File: src/sv/ali_pkg.sv
// Shared widths, register indexes and types of the array linear interpolator.
// Used by the weight generator, the top level and the checker.
package ali_pkg;

    localparam int SAMPLE_WIDTH     = 16;
    localparam int WEIGHT_FRAC_BITS = 16;
    localparam int WEIGHT_INT_BITS  = 6;
    localparam int WEIGHT_WIDTH     = WEIGHT_FRAC_BITS + WEIGHT_INT_BITS;
    localparam int ABSC_WIDTH       = 16;

    // Datapath widths.
    localparam int DIFF_WIDTH = SAMPLE_WIDTH + 1;
    localparam int PROD_WIDTH = WEIGHT_WIDTH + DIFF_WIDTH;
    localparam int ACC_WIDTH  = PROD_WIDTH + 1;
    localparam int YW_WIDTH   = ACC_WIDTH - WEIGHT_FRAC_BITS;

    // Divider widths: magnitude of a span fits ABSC_WIDTH unsigned bits.
    localparam int QUOT_WIDTH = ABSC_WIDTH + WEIGHT_FRAC_BITS + 1;
    localparam int CNT_WIDTH  = $clog2(QUOT_WIDTH);

    // Stream and register port widths.
    localparam int IN_TDATA_WIDTH   = ((2 * SAMPLE_WIDTH + 7) / 8) * 8;
    localparam int OUT_TDATA_WIDTH  = ((SAMPLE_WIDTH + 7) / 8) * 8;
    localparam int OUT_TUSER_WIDTH  = 2;
    localparam int TUSER_EXTRAP     = 0;
    localparam int TUSER_CLIP       = 1;
    localparam int APB_DATA_WIDTH   = 32;
    localparam int CFG_ADDR_WIDTH   = 4;
    localparam int REG_IDX_WIDTH    = CFG_ADDR_WIDTH - 2;

    localparam logic [REG_IDX_WIDTH-1:0] REG_LEFT   = REG_IDX_WIDTH'(0);
    localparam logic [REG_IDX_WIDTH-1:0] REG_RIGHT  = REG_IDX_WIDTH'(1);
    localparam logic [REG_IDX_WIDTH-1:0] REG_TARGET = REG_IDX_WIDTH'(2);

    typedef enum logic [1:0] {
        WG_IDLE,
        WG_LOAD,
        WG_DIV,
        WG_FIN
    } t_wg_state;

    // Per-configuration settings handed from the weight generator to the datapath.
    typedef struct packed {
        logic signed [WEIGHT_WIDTH-1:0] weight;
        logic                           copy_mode;
        logic                           swapped;
        logic                           outside;
        logic                           sat;
    } t_wcfg;

endpackage

File: src/sv/ali_wgen.sv
// Configuration registers and weight generator with a bit-serial divider.
// Depends on ali_pkg.
module ali_wgen (
    input  logic                                i_clk,
    input  logic                                i_rst_n,
    input  logic                                i_psel,
    input  logic                                i_penable,
    input  logic                                i_pwrite,
    input  logic [ali_pkg::CFG_ADDR_WIDTH-1:0]  i_paddr,
    input  logic [ali_pkg::APB_DATA_WIDTH-1:0]  i_pwdata,
    output logic [ali_pkg::APB_DATA_WIDTH-1:0]  o_prdata,
    output logic                                o_busy,
    output ali_pkg::t_wcfg                      o_wcfg
);

    localparam int AW = ali_pkg::ABSC_WIDTH;
    localparam int QW = ali_pkg::QUOT_WIDTH;
    localparam int WW = ali_pkg::WEIGHT_WIDTH;
    localparam int DW = ali_pkg::APB_DATA_WIDTH;

    logic                                   wr;
    logic                                   wr_hit;
    logic [ali_pkg::REG_IDX_WIDTH-1:0]      idx;

    logic signed [AW-1:0]                   r_left;
    logic signed [AW-1:0]                   r_right;
    logic signed [AW-1:0]                   r_target;

    ali_pkg::t_wg_state                     r_state;
    ali_pkg::t_wg_state                     n_state;
    logic                                   load_en;
    logic                                   div_en;
    logic                                   fin_en;

    // Setup values derived from the registers.
    logic                                   s_copy;
    logic                                   s_swap;
    logic signed [AW-1:0]                   s_lo;
    logic signed [AW-1:0]                   s_hi;
    logic                                   s_outside;
    logic signed [AW:0]                     s_num;
    logic signed [AW:0]                     s_neg_num;
    logic signed [AW:0]                     s_den;
    logic [AW-1:0]                          s_mag;

    // Divider.
    logic [AW-1:0]                          r_den;
    logic [AW-1:0]                          r_rem;
    logic [QW-1:0]                          r_quot;
    logic                                   r_neg;
    logic [ali_pkg::CNT_WIDTH-1:0]          r_cnt;
    logic [AW:0]                            rem_sh;
    logic [AW+1:0]                          rem_diff;
    logic                                   rem_ge;

    // Final rounding and saturation.
    logic [QW:0]                            q_inc;
    logic [QW-1:0]                          q_rnd;
    logic                                   q_big;
    logic                                   q_is_min;
    logic                                   w_sat;
    logic signed [WW-1:0]                   w_val;

    ali_pkg::t_wcfg                         r_wcfg;

    assign wr     = i_psel && i_penable && i_pwrite;
    assign idx    = i_paddr[ali_pkg::CFG_ADDR_WIDTH-1:2];
    assign wr_hit = wr && ((idx == ali_pkg::REG_LEFT) || (idx == ali_pkg::REG_RIGHT)
                           || (idx == ali_pkg::REG_TARGET));

    always_ff @(posedge i_clk) begin
        if (!i_rst_n) begin
            r_left   <= '0;
            r_right  <= '0;
            r_target <= '0;
        end else if (wr) begin
            case (idx)
                ali_pkg::REG_LEFT:   r_left   <= i_pwdata[AW-1:0];
                ali_pkg::REG_RIGHT:  r_right  <= i_pwdata[AW-1:0];
                ali_pkg::REG_TARGET: r_target <= i_pwdata[AW-1:0];
                default: ;
            endcase
        end
    end

    always_comb begin
        case (idx)
            ali_pkg::REG_LEFT:   o_prdata = {{(DW-AW){r_left[AW-1]}}, r_left};
            ali_pkg::REG_RIGHT:  o_prdata = {{(DW-AW){r_right[AW-1]}}, r_right};
            ali_pkg::REG_TARGET: o_prdata = {{(DW-AW){r_target[AW-1]}}, r_target};
            default:             o_prdata = '0;
        endcase
    end

    always_comb begin
        s_copy    = (r_left == r_right);
        s_swap    = (r_left > r_right);
        s_lo      = s_swap ? r_right : r_left;
        s_hi      = s_swap ? r_left  : r_right;
        s_outside = (r_target > s_hi) || (r_target < s_lo);
        s_num     = {s_hi[AW-1], s_hi} - {r_target[AW-1], r_target};
        s_neg_num = -s_num;
        s_mag     = s_num[AW] ? s_neg_num[AW-1:0] : s_num[AW-1:0];
        s_den     = {s_hi[AW-1], s_hi} - {s_lo[AW-1], s_lo};
    end

    // One quotient bit per cycle, most significant first.
    always_comb begin
        rem_sh   = {r_rem, r_quot[QW-1]};
        rem_diff = {1'b0, rem_sh} - {2'b00, r_den};
        rem_ge   = !rem_diff[AW+1];
    end

    always_comb begin
        q_inc    = {1'b0, r_quot} + (QW+1)'(1);
        q_rnd    = q_inc[QW:1];
        q_big    = (q_rnd[QW-1:WW-1] != '0);
        q_is_min = (q_rnd == (QW'(1) << (WW - 1)));
        w_sat    = r_neg ? (q_big && !q_is_min) : q_big;
        if (w_sat) begin
            w_val = r_neg ? {1'b1, {(WW-1){1'b0}}} : {1'b0, {(WW-1){1'b1}}};
        end else if (r_neg) begin
            w_val = -q_rnd[WW-1:0];
        end else begin
            w_val = q_rnd[WW-1:0];
        end
    end

    always_comb begin
        n_state = r_state;
        case (r_state)
            ali_pkg::WG_IDLE: n_state = ali_pkg::WG_IDLE;
            ali_pkg::WG_LOAD: n_state = s_copy ? ali_pkg::WG_IDLE : ali_pkg::WG_DIV;
            ali_pkg::WG_DIV: begin
                if (r_cnt == ali_pkg::CNT_WIDTH'(QW - 1)) begin
                    n_state = ali_pkg::WG_FIN;
                end
            end
            ali_pkg::WG_FIN:  n_state = ali_pkg::WG_IDLE;
            default:          n_state = ali_pkg::WG_IDLE;
        endcase
        if (wr_hit) begin
            n_state = ali_pkg::WG_LOAD;
        end
    end

    always_comb begin
        load_en = 1'b0;
        div_en  = 1'b0;
        fin_en  = 1'b0;
        case (r_state)
            ali_pkg::WG_LOAD: load_en = 1'b1;
            ali_pkg::WG_DIV:  div_en  = 1'b1;
            ali_pkg::WG_FIN:  fin_en  = 1'b1;
            default: ;
        endcase
        o_busy = (r_state != ali_pkg::WG_IDLE) || wr;
    end

    always_ff @(posedge i_clk) begin
        if (!i_rst_n) begin
            r_state <= ali_pkg::WG_IDLE;
            r_wcfg  <= '{weight: '0, copy_mode: 1'b1, swapped: 1'b0,
                         outside: 1'b0, sat: 1'b0};
        end else begin
            r_state <= n_state;
            if (load_en) begin
                r_wcfg <= '{weight: '0, copy_mode: s_copy, swapped: s_swap && !s_copy,
                             outside: s_outside && !s_copy, sat: 1'b0};
            end else if (fin_en) begin
                r_wcfg.weight <= w_val;
                r_wcfg.sat    <= w_sat;
            end
        end
    end

    always_ff @(posedge i_clk) begin
        if (load_en) begin
            r_den  <= s_den[AW-1:0];
            r_rem  <= '0;
            r_quot <= {s_mag, {(QW-AW){1'b0}}};
            r_neg  <= s_num[AW];
            r_cnt  <= '0;
        end else if (div_en) begin
            r_rem  <= rem_ge ? rem_diff[AW-1:0] : rem_sh[AW-1:0];
            r_quot <= {r_quot[QW-2:0], rem_ge};
            r_cnt  <= r_cnt + ali_pkg::CNT_WIDTH'(1);
        end
    end

    assign o_wcfg = r_wcfg;

endmodule

File: src/sv/array_linear_interpolator.sv
// Array linear interpolator: streaming datapath around the weight generator.
// Depends on ali_pkg and ali_wgen.
//
// Each request on the slave stream carries a left and a right sample of one
// array element; the block returns that element evaluated at the configured
// target abscissa on the master stream, with flags for extrapolation and
// saturation in tuser and tlast passed through.
// The three abscissae are to be written over the register port while the
// stream is idle; the block itself does not enforce this. A write to one
// of them starts a weight recompute: a setup state, the divider state and
// a rounding state, or the setup state alone when the two ends are equal.
// s_axis_tready stays low during the recompute. Throughput is one request per
// cycle while the receiver takes results and no write or recompute is under
// way, set by the three-register pipeline (input, product, result) through
// which a request accepted on the slave stream passes to the master stream.
// Reset clears all valid bits and loads all abscissae with zero, so the block
// starts in copy mode with no recompute pending. When the receiver stalls,
// the result register holds and the pipeline fills its two inner stages
// before s_axis_tready drops.
module array_linear_interpolator (
    input  logic                                  i_clk,
    input  logic                                  i_rst_n,
    // Fields from bit 0: left_sample[15:0], right_sample[31:16].
    input  logic [ali_pkg::IN_TDATA_WIDTH-1:0]    s_axis_tdata,
    input  logic                                  s_axis_tvalid,
    input  logic                                  s_axis_tlast,
    output logic                                  s_axis_tready,
    // Fields from bit 0: interpolated[15:0].
    output logic [ali_pkg::OUT_TDATA_WIDTH-1:0]   m_axis_tdata,
    // Fields from bit 0: extrapolating[0], clipped[1].
    output logic [ali_pkg::OUT_TUSER_WIDTH-1:0]   m_axis_tuser,
    output logic                                  m_axis_tvalid,
    output logic                                  m_axis_tlast,
    input  logic                                  m_axis_tready,
    input  logic                                  psel,
    input  logic                                  penable,
    input  logic                                  pwrite,
    input  logic [ali_pkg::CFG_ADDR_WIDTH-1:0]    paddr,
    input  logic [ali_pkg::APB_DATA_WIDTH-1:0]    pwdata,
    output logic [ali_pkg::APB_DATA_WIDTH-1:0]    prdata,
    output logic                                  pready
);

    localparam int S  = ali_pkg::SAMPLE_WIDTH;
    localparam int F  = ali_pkg::WEIGHT_FRAC_BITS;
    localparam int PW = ali_pkg::PROD_WIDTH;
    localparam int AW = ali_pkg::ACC_WIDTH;
    localparam int YW = ali_pkg::YW_WIDTH;
    localparam logic [AW-1:0] HALF = AW'(1) << (F - 1);

    ali_pkg::t_wcfg             wcfg;
    logic                       busy;

    logic                       en_out;
    logic                       en_s2;
    logic                       en_s1;
    logic                       accept;

    logic signed [S-1:0]        in_left;
    logic signed [S-1:0]        in_right;

    logic                       r_s1_valid;
    logic signed [S-1:0]        r_s1_a;
    logic signed [S-1:0]        r_s1_b;
    logic                       r_s1_last;
    logic signed [ali_pkg::DIFF_WIDTH-1:0] s1_diff;
    logic signed [PW-1:0]       s1_prod;

    logic                       r_s2_valid;
    logic signed [PW-1:0]       r_s2_prod;
    logic signed [S-1:0]        r_s2_b;
    logic                       r_s2_last;

    logic signed [AW-1:0]       acc;
    logic signed [AW-1:0]       acc_r;
    logic signed [YW-1:0]       y_wide;
    logic                       y_ovf;
    logic signed [S-1:0]        y_val;
    logic                       y_clip;
    logic                       y_extra;

    logic                       r_out_valid;
    logic signed [S-1:0]        r_out_y;
    logic                       r_out_extra;
    logic                       r_out_clip;
    logic                       r_out_last;

    ali_wgen u_wgen (
        .i_clk     (i_clk),
        .i_rst_n   (i_rst_n),
        .i_psel    (psel),
        .i_penable (penable),
        .i_pwrite  (pwrite),
        .i_paddr   (paddr),
        .i_pwdata  (pwdata),
        .o_prdata  (prdata),
        .o_busy    (busy),
        .o_wcfg    (wcfg)
    );

    assign pready = 1'b1;

    assign en_out        = !r_out_valid || m_axis_tready;
    assign en_s2         = !r_s2_valid || en_out;
    assign en_s1         = !r_s1_valid || en_s2;
    assign s_axis_tready = en_s1 && !busy;
    assign accept        = s_axis_tvalid && s_axis_tready;

    assign in_left  = s_axis_tdata[S-1:0];
    assign in_right = s_axis_tdata[2*S-1:S];

    always_ff @(posedge i_clk) begin
        if (!i_rst_n) begin
            r_s1_valid <= 1'b0;
        end else if (en_s1) begin
            r_s1_valid <= accept;
        end
    end

    // Ends given in reverse order exchange the samples on the way in.
    always_ff @(posedge i_clk) begin
        if (accept) begin
            r_s1_a    <= wcfg.swapped ? in_right : in_left;
            r_s1_b    <= wcfg.swapped ? in_left  : in_right;
            r_s1_last <= s_axis_tlast;
        end
    end

    assign s1_diff = {r_s1_a[S-1], r_s1_a} - {r_s1_b[S-1], r_s1_b};
    assign s1_prod = $signed(wcfg.weight) * s1_diff;

    always_ff @(posedge i_clk) begin
        if (!i_rst_n) begin
            r_s2_valid <= 1'b0;
        end else if (en_s2) begin
            r_s2_valid <= r_s1_valid;
        end
    end

    always_ff @(posedge i_clk) begin
        if (en_s2 && r_s1_valid) begin
            r_s2_prod <= s1_prod;
            r_s2_b    <= r_s1_b;
            r_s2_last <= r_s1_last;
        end
    end

    // Rounding to nearest with ties away from zero: add half, less one when negative.
    always_comb begin
        acc     = {{(AW-S-F){r_s2_b[S-1]}}, r_s2_b, {F{1'b0}}}
                + {{(AW-PW){r_s2_prod[PW-1]}}, r_s2_prod};
        acc_r   = acc + HALF - AW'(acc[AW-1]);
        y_wide  = acc_r[AW-1:F];
        y_ovf   = (y_wide[YW-1:S-1] != '0) && (y_wide[YW-1:S-1] != '1);
        y_extra = 1'b0;
        y_clip  = 1'b0;
        if (wcfg.copy_mode) begin
            y_val = r_s2_b;
        end else begin
            y_extra = wcfg.outside;
            y_clip  = wcfg.sat || y_ovf;
            if (y_ovf) begin
                y_val = y_wide[YW-1] ? {1'b1, {(S-1){1'b0}}} : {1'b0, {(S-1){1'b1}}};
            end else begin
                y_val = y_wide[S-1:0];
            end
        end
    end

    always_ff @(posedge i_clk) begin
        if (!i_rst_n) begin
            r_out_valid <= 1'b0;
        end else if (en_out) begin
            r_out_valid <= r_s2_valid;
        end
    end

    always_ff @(posedge i_clk) begin
        if (en_out && r_s2_valid) begin
            r_out_y     <= y_val;
            r_out_extra <= y_extra;
            r_out_clip  <= y_clip;
            r_out_last  <= r_s2_last;
        end
    end

    assign m_axis_tvalid = r_out_valid;
    assign m_axis_tdata  = ali_pkg::OUT_TDATA_WIDTH'($unsigned(r_out_y));
    assign m_axis_tlast  = r_out_last;
    always_comb begin
        m_axis_tuser                       = '0;
        m_axis_tuser[ali_pkg::TUSER_EXTRAP] = r_out_extra;
        m_axis_tuser[ali_pkg::TUSER_CLIP]   = r_out_clip;
    end

endmodule

File: config.mk
export PLATFORM = sky130hd
export DESIGN_NAME = array_linear_interpolator
export DESIGN_NICKNAME = d
export VERILOG_FILES = /design/src/sv/ali_pkg.sv /design/src/sv/ali_wgen.sv /design/src/sv/array_linear_interpolator.sv
export SDC_FILE = /design/constraint.sdc
export NUM_CORES = 2
export LEC_CHECK = 0
export BUFFER_PORTS_ARGS = -buffer_cell sky130_fd_sc_hd__buf_2
export CAP_MARGIN = 20
export CORE_MARGIN = 3
export CORE_UTILIZATION = 55
export CTS_BUF_LIST = sky130_fd_sc_hd__clkbuf_8
export DETAILED_ROUTE_END_ITERATION = 8
export MAX_ROUTING_LAYER = met4
export PLACE_DENSITY_LB_ADDON = 0.3
export SLEW_MARGIN = 25
export SYNTH_ARGS = -nofsm -noshare
export SYNTH_HDL_FRONTEND = slang
export SYNTH_SLANG_ARGS = --single-unit
File: constraint.sdc
create_clock -name i_clk -period 8.64 [get_ports i_clk]
set_clock_uncertainty 0.1 [all_clocks]
set_input_delay 1.728 -clock i_clk [delete_from_list [all_inputs] [get_ports i_clk]]
set_output_delay 1.728 -clock i_clk [all_outputs]
set_load 0.03 [all_outputs]
==> metrics.txt <==
Crit Path Max Fanout 3; initial antenna violation count 1; DR vias/cell 5.54; setup TNS -0.148 ns; Slew Viols, Final 0; R2R Setup Slk -0.08 ns; Hold Path End m_axis_tlast$_DFFE_PP_; dpl ws -0.773 ns; final std cells w/o fill 4,727; Clock Pin Slew Worst Setup and Hold Paths 0.06 ns; Core ar. 0.0584 mm2; syn nets 4,464; clock latency on the worst-skew pair 0.67 ns; placed insts 4,618; Synth area leader fa_1; Fin. Hold Viols 0; outcome finished with violations; failing checks setup timing; largest net degree at the start of global routing 60; commonest cells in the netlist inv_1 (605), nand2_1 (484), fa_1 (375); Hold Crit Start r_s2_last$_DFFE_PP_; post-synth top area share 22.9%; post-route ant nets 0; Synth async-reset ratio 0%; Port Buffer Count 110; final count of negative-setup-slack endpoints 2; vias in the first global route 26,600; Final Critical Period 8.72 ns; slowest CP cell fa_1; largest cells by area after synthesis fa_1 (23%), edfxtp_1 (13%), ha_1 (9.3%); RePlAce Congestion 0.954; headroom to the max-slew limit 35.4%; I/O pin count 130; overall routed net length 81,300 um; cell with the most instances after synthesis inv_1; most used cell, CP fa_1; fin crit share 101%; #FFs+latches synth 259; CTS tree done; register area share after synthesis 20.1%; ys flop type edfxtp_1; synthesized area 0.0328 mm2; maximum vdd drop 0.166 mV; layout cells sized above 1 14.4%; clock sink total 259; HP Class reg2reg; Yosys warnings 0; Post-synth EDFFs 141; Leakage 0.0170 uW; chip height 250 um; reg2reg path depth 38; worst endpoint data arrival time 8.97 ns; FMAX 115 MHz; CP Capture Type flop; Syn Area/Cell 8.72 um2; CTS Hold Bufs 0; CTS H-Tree Depth 2; hold slack 0.322 ns; Initial Utilization 56.3%; # rows 88; Remaining DRCs 0; hold path depth 0; RSZ-0062 raised after global routing true; GRT overflow 0; Crit path largest cell delay 0.59 ns; startpoint types flop; Area growth, synth to finish 11.3%; critical setup path kind reg2reg; max_cap viols 0; clk buf depth 3; CP required 8.89 ns; Final HPWL DP 64,800 um; GRT Total Usage 26.8%; post-synth cell types 98; 1st-iter DRT viols 1,498; clk root buf clkbuf_8; full die area 0.0627 mm2; Slew @ Worst Pin 0.970 ns; die width 250 um; Layout Nets 4,628; routed len/inst 17.2 um; FF-to-FF End r_s2_prod[35]$_DFFE_PP_; via count 26,200; post-synthesis instance total 3,768; pwr dens 128 mW/mm2; Final Core Density 62.6%; Setup WS post-layout -0.0830 ns; global-route wire length before repair 133,000 um; CTS buffer count 44; R2R Path Start r_s1_a[0]$_DFFE_PP_; First-pass DRT Iterations 5
what timing repair did:
item / 4_1_cts / 5_1_grt
resized for setup: 91 / 36
buffers inserted: 27 / 7
setup endpoints to repair: 12 / 14
endpoints found under the hold margin: 0 / 0
cloned: 0 / 0
pin swaps: 96 / 35
placed cells by master (no fill, tap or decap), drive strengths merged, types with 58 or more instances in the layout:
cell    count
ha        245
a21boi     63
a21oi     163
o21ai     166
nand3      62
xor2       58
and2      158
buf       302
fa        375
edfxtp    141
nor2      186
xnor2     119
inv       620
a21o       62
nand2     484
dfxtp     118
worst max-delay path by stage:
stage | end | slack, ns | cells past startpoint | from
2_1_floorplan | r_s2_prod[35]$_DFFE_PP_ | 0.005 | 39 | r_s1_a[0]$_DFFE_PP_
3_3_place_gp | r_s2_prod[38]$_DFFE_PP_ | -0.65 | 34 | r_s1_b[1]$_DFFE_PP_
3_5_place_dp | r_s2_prod[35]$_DFFE_PP_ | -0.77 | 35 | r_s1_b[1]$_DFFE_PP_
4_1_cts | r_s2_prod[35]$_DFFE_PP_ | -0.14 | 38 | r_s1_a[0]$_DFFE_PP_
5_1_grt | r_s2_prod[35]$_DFFE_PP_ | -0.43 | 37 | r_s1_b[1]$_DFFE_PP_
6_report | r_s2_prod[35]$_DFFE_PP_ | -0.08 | 38 | r_s1_a[0]$_DFFE_PP_
stage by stage:
stage | power [uW] | cell area (um2)
floorplan | 2870 | 32900
global placement | 3450 | 34900
detailed placement | 3480 | 34900
CTS | 4660 | 36300
global route | 4980 | 36600
finish | 4680 | 36600
area by class of cell:
cell class,instances,area [um2]
Inverter,605,2270
Antenna cell,1,2.50
Fill cell,4940,21800
Multi-Input combinational cell,2718,23700
Sequential cell,259,6600
Clock buffer,49,674
Timing Repair Buffer,304,2200
Tap cell,765,957
Clock inverter,26,168
metal layers:
metal  global-route usage [%]  share of wire [%]
met4                     10.2                4.3
met2                     46.1                 50
met1                     32.4                 41
met5                        -                  0
met3                     2.83                4.9
cell families (layout without fill, tap and decap cells):
logic type	count (synthesis)	in the layout	share of synthesized area (%)
xor+xnor	177	177	4.74
fa+ha+maj	620	620	32.2
flops	259	259	20.1
simple gates	1156	1156	17.0
compound gates	669	669	13.4
buf+inv	791	984	9.46
mux	95	95	3.07
other cells	1	2	0.0114
critical path, delay by kind of cell, from the launching register on:
| family | cells | cell delay (ns) |
|---|---|---|
| xor+xnor | 1 | 0.17 |
| compound gates | 19 | 3.18 |
| buf+inv | 5 | 0.24 |
| flops | 1 | 0.36 |
| fa+ha+maj | 9 | 3.82 |
| simple gates | 4 | 0.56 |
registers in the layout (all words and copies together) (netlist names), 2 cells and up:
| register | count |
|---|---|
| u_wgen.r_state | 2 |
| u_wgen.r_quot | 33 |
| u_wgen.r_right | 16 |
| r_s1_a | 16 |
| r_s1_b | 16 |
| r_s2_prod | 39 |
| u_wgen.r_cnt | 6 |
| u_wgen.r_target | 16 |
| r_s2_b | 16 |
| u_wgen.r_rem | 16 |
| u_wgen.o_wcfg | 26 |
| m_axis_tdata | 16 |
| u_wgen.r_left | 16 |
| u_wgen.r_den | 16 |
power breakdown:
| group | switching [uW] | internal (uW) | total (uW) | leakage (uW) |
|---|---|---|---|---|
| combinational | 1260 | 901 | 2160 | 0.0142 |
| sequential | 48.2 | 1380 | 1430 | 0.00229 |
| clock | 539 | 556 | 1090 | 0.000487 |
| total | 1850 | 2830 | 4680 | 0.0170 |
Power figures use the tool's default switching activity.
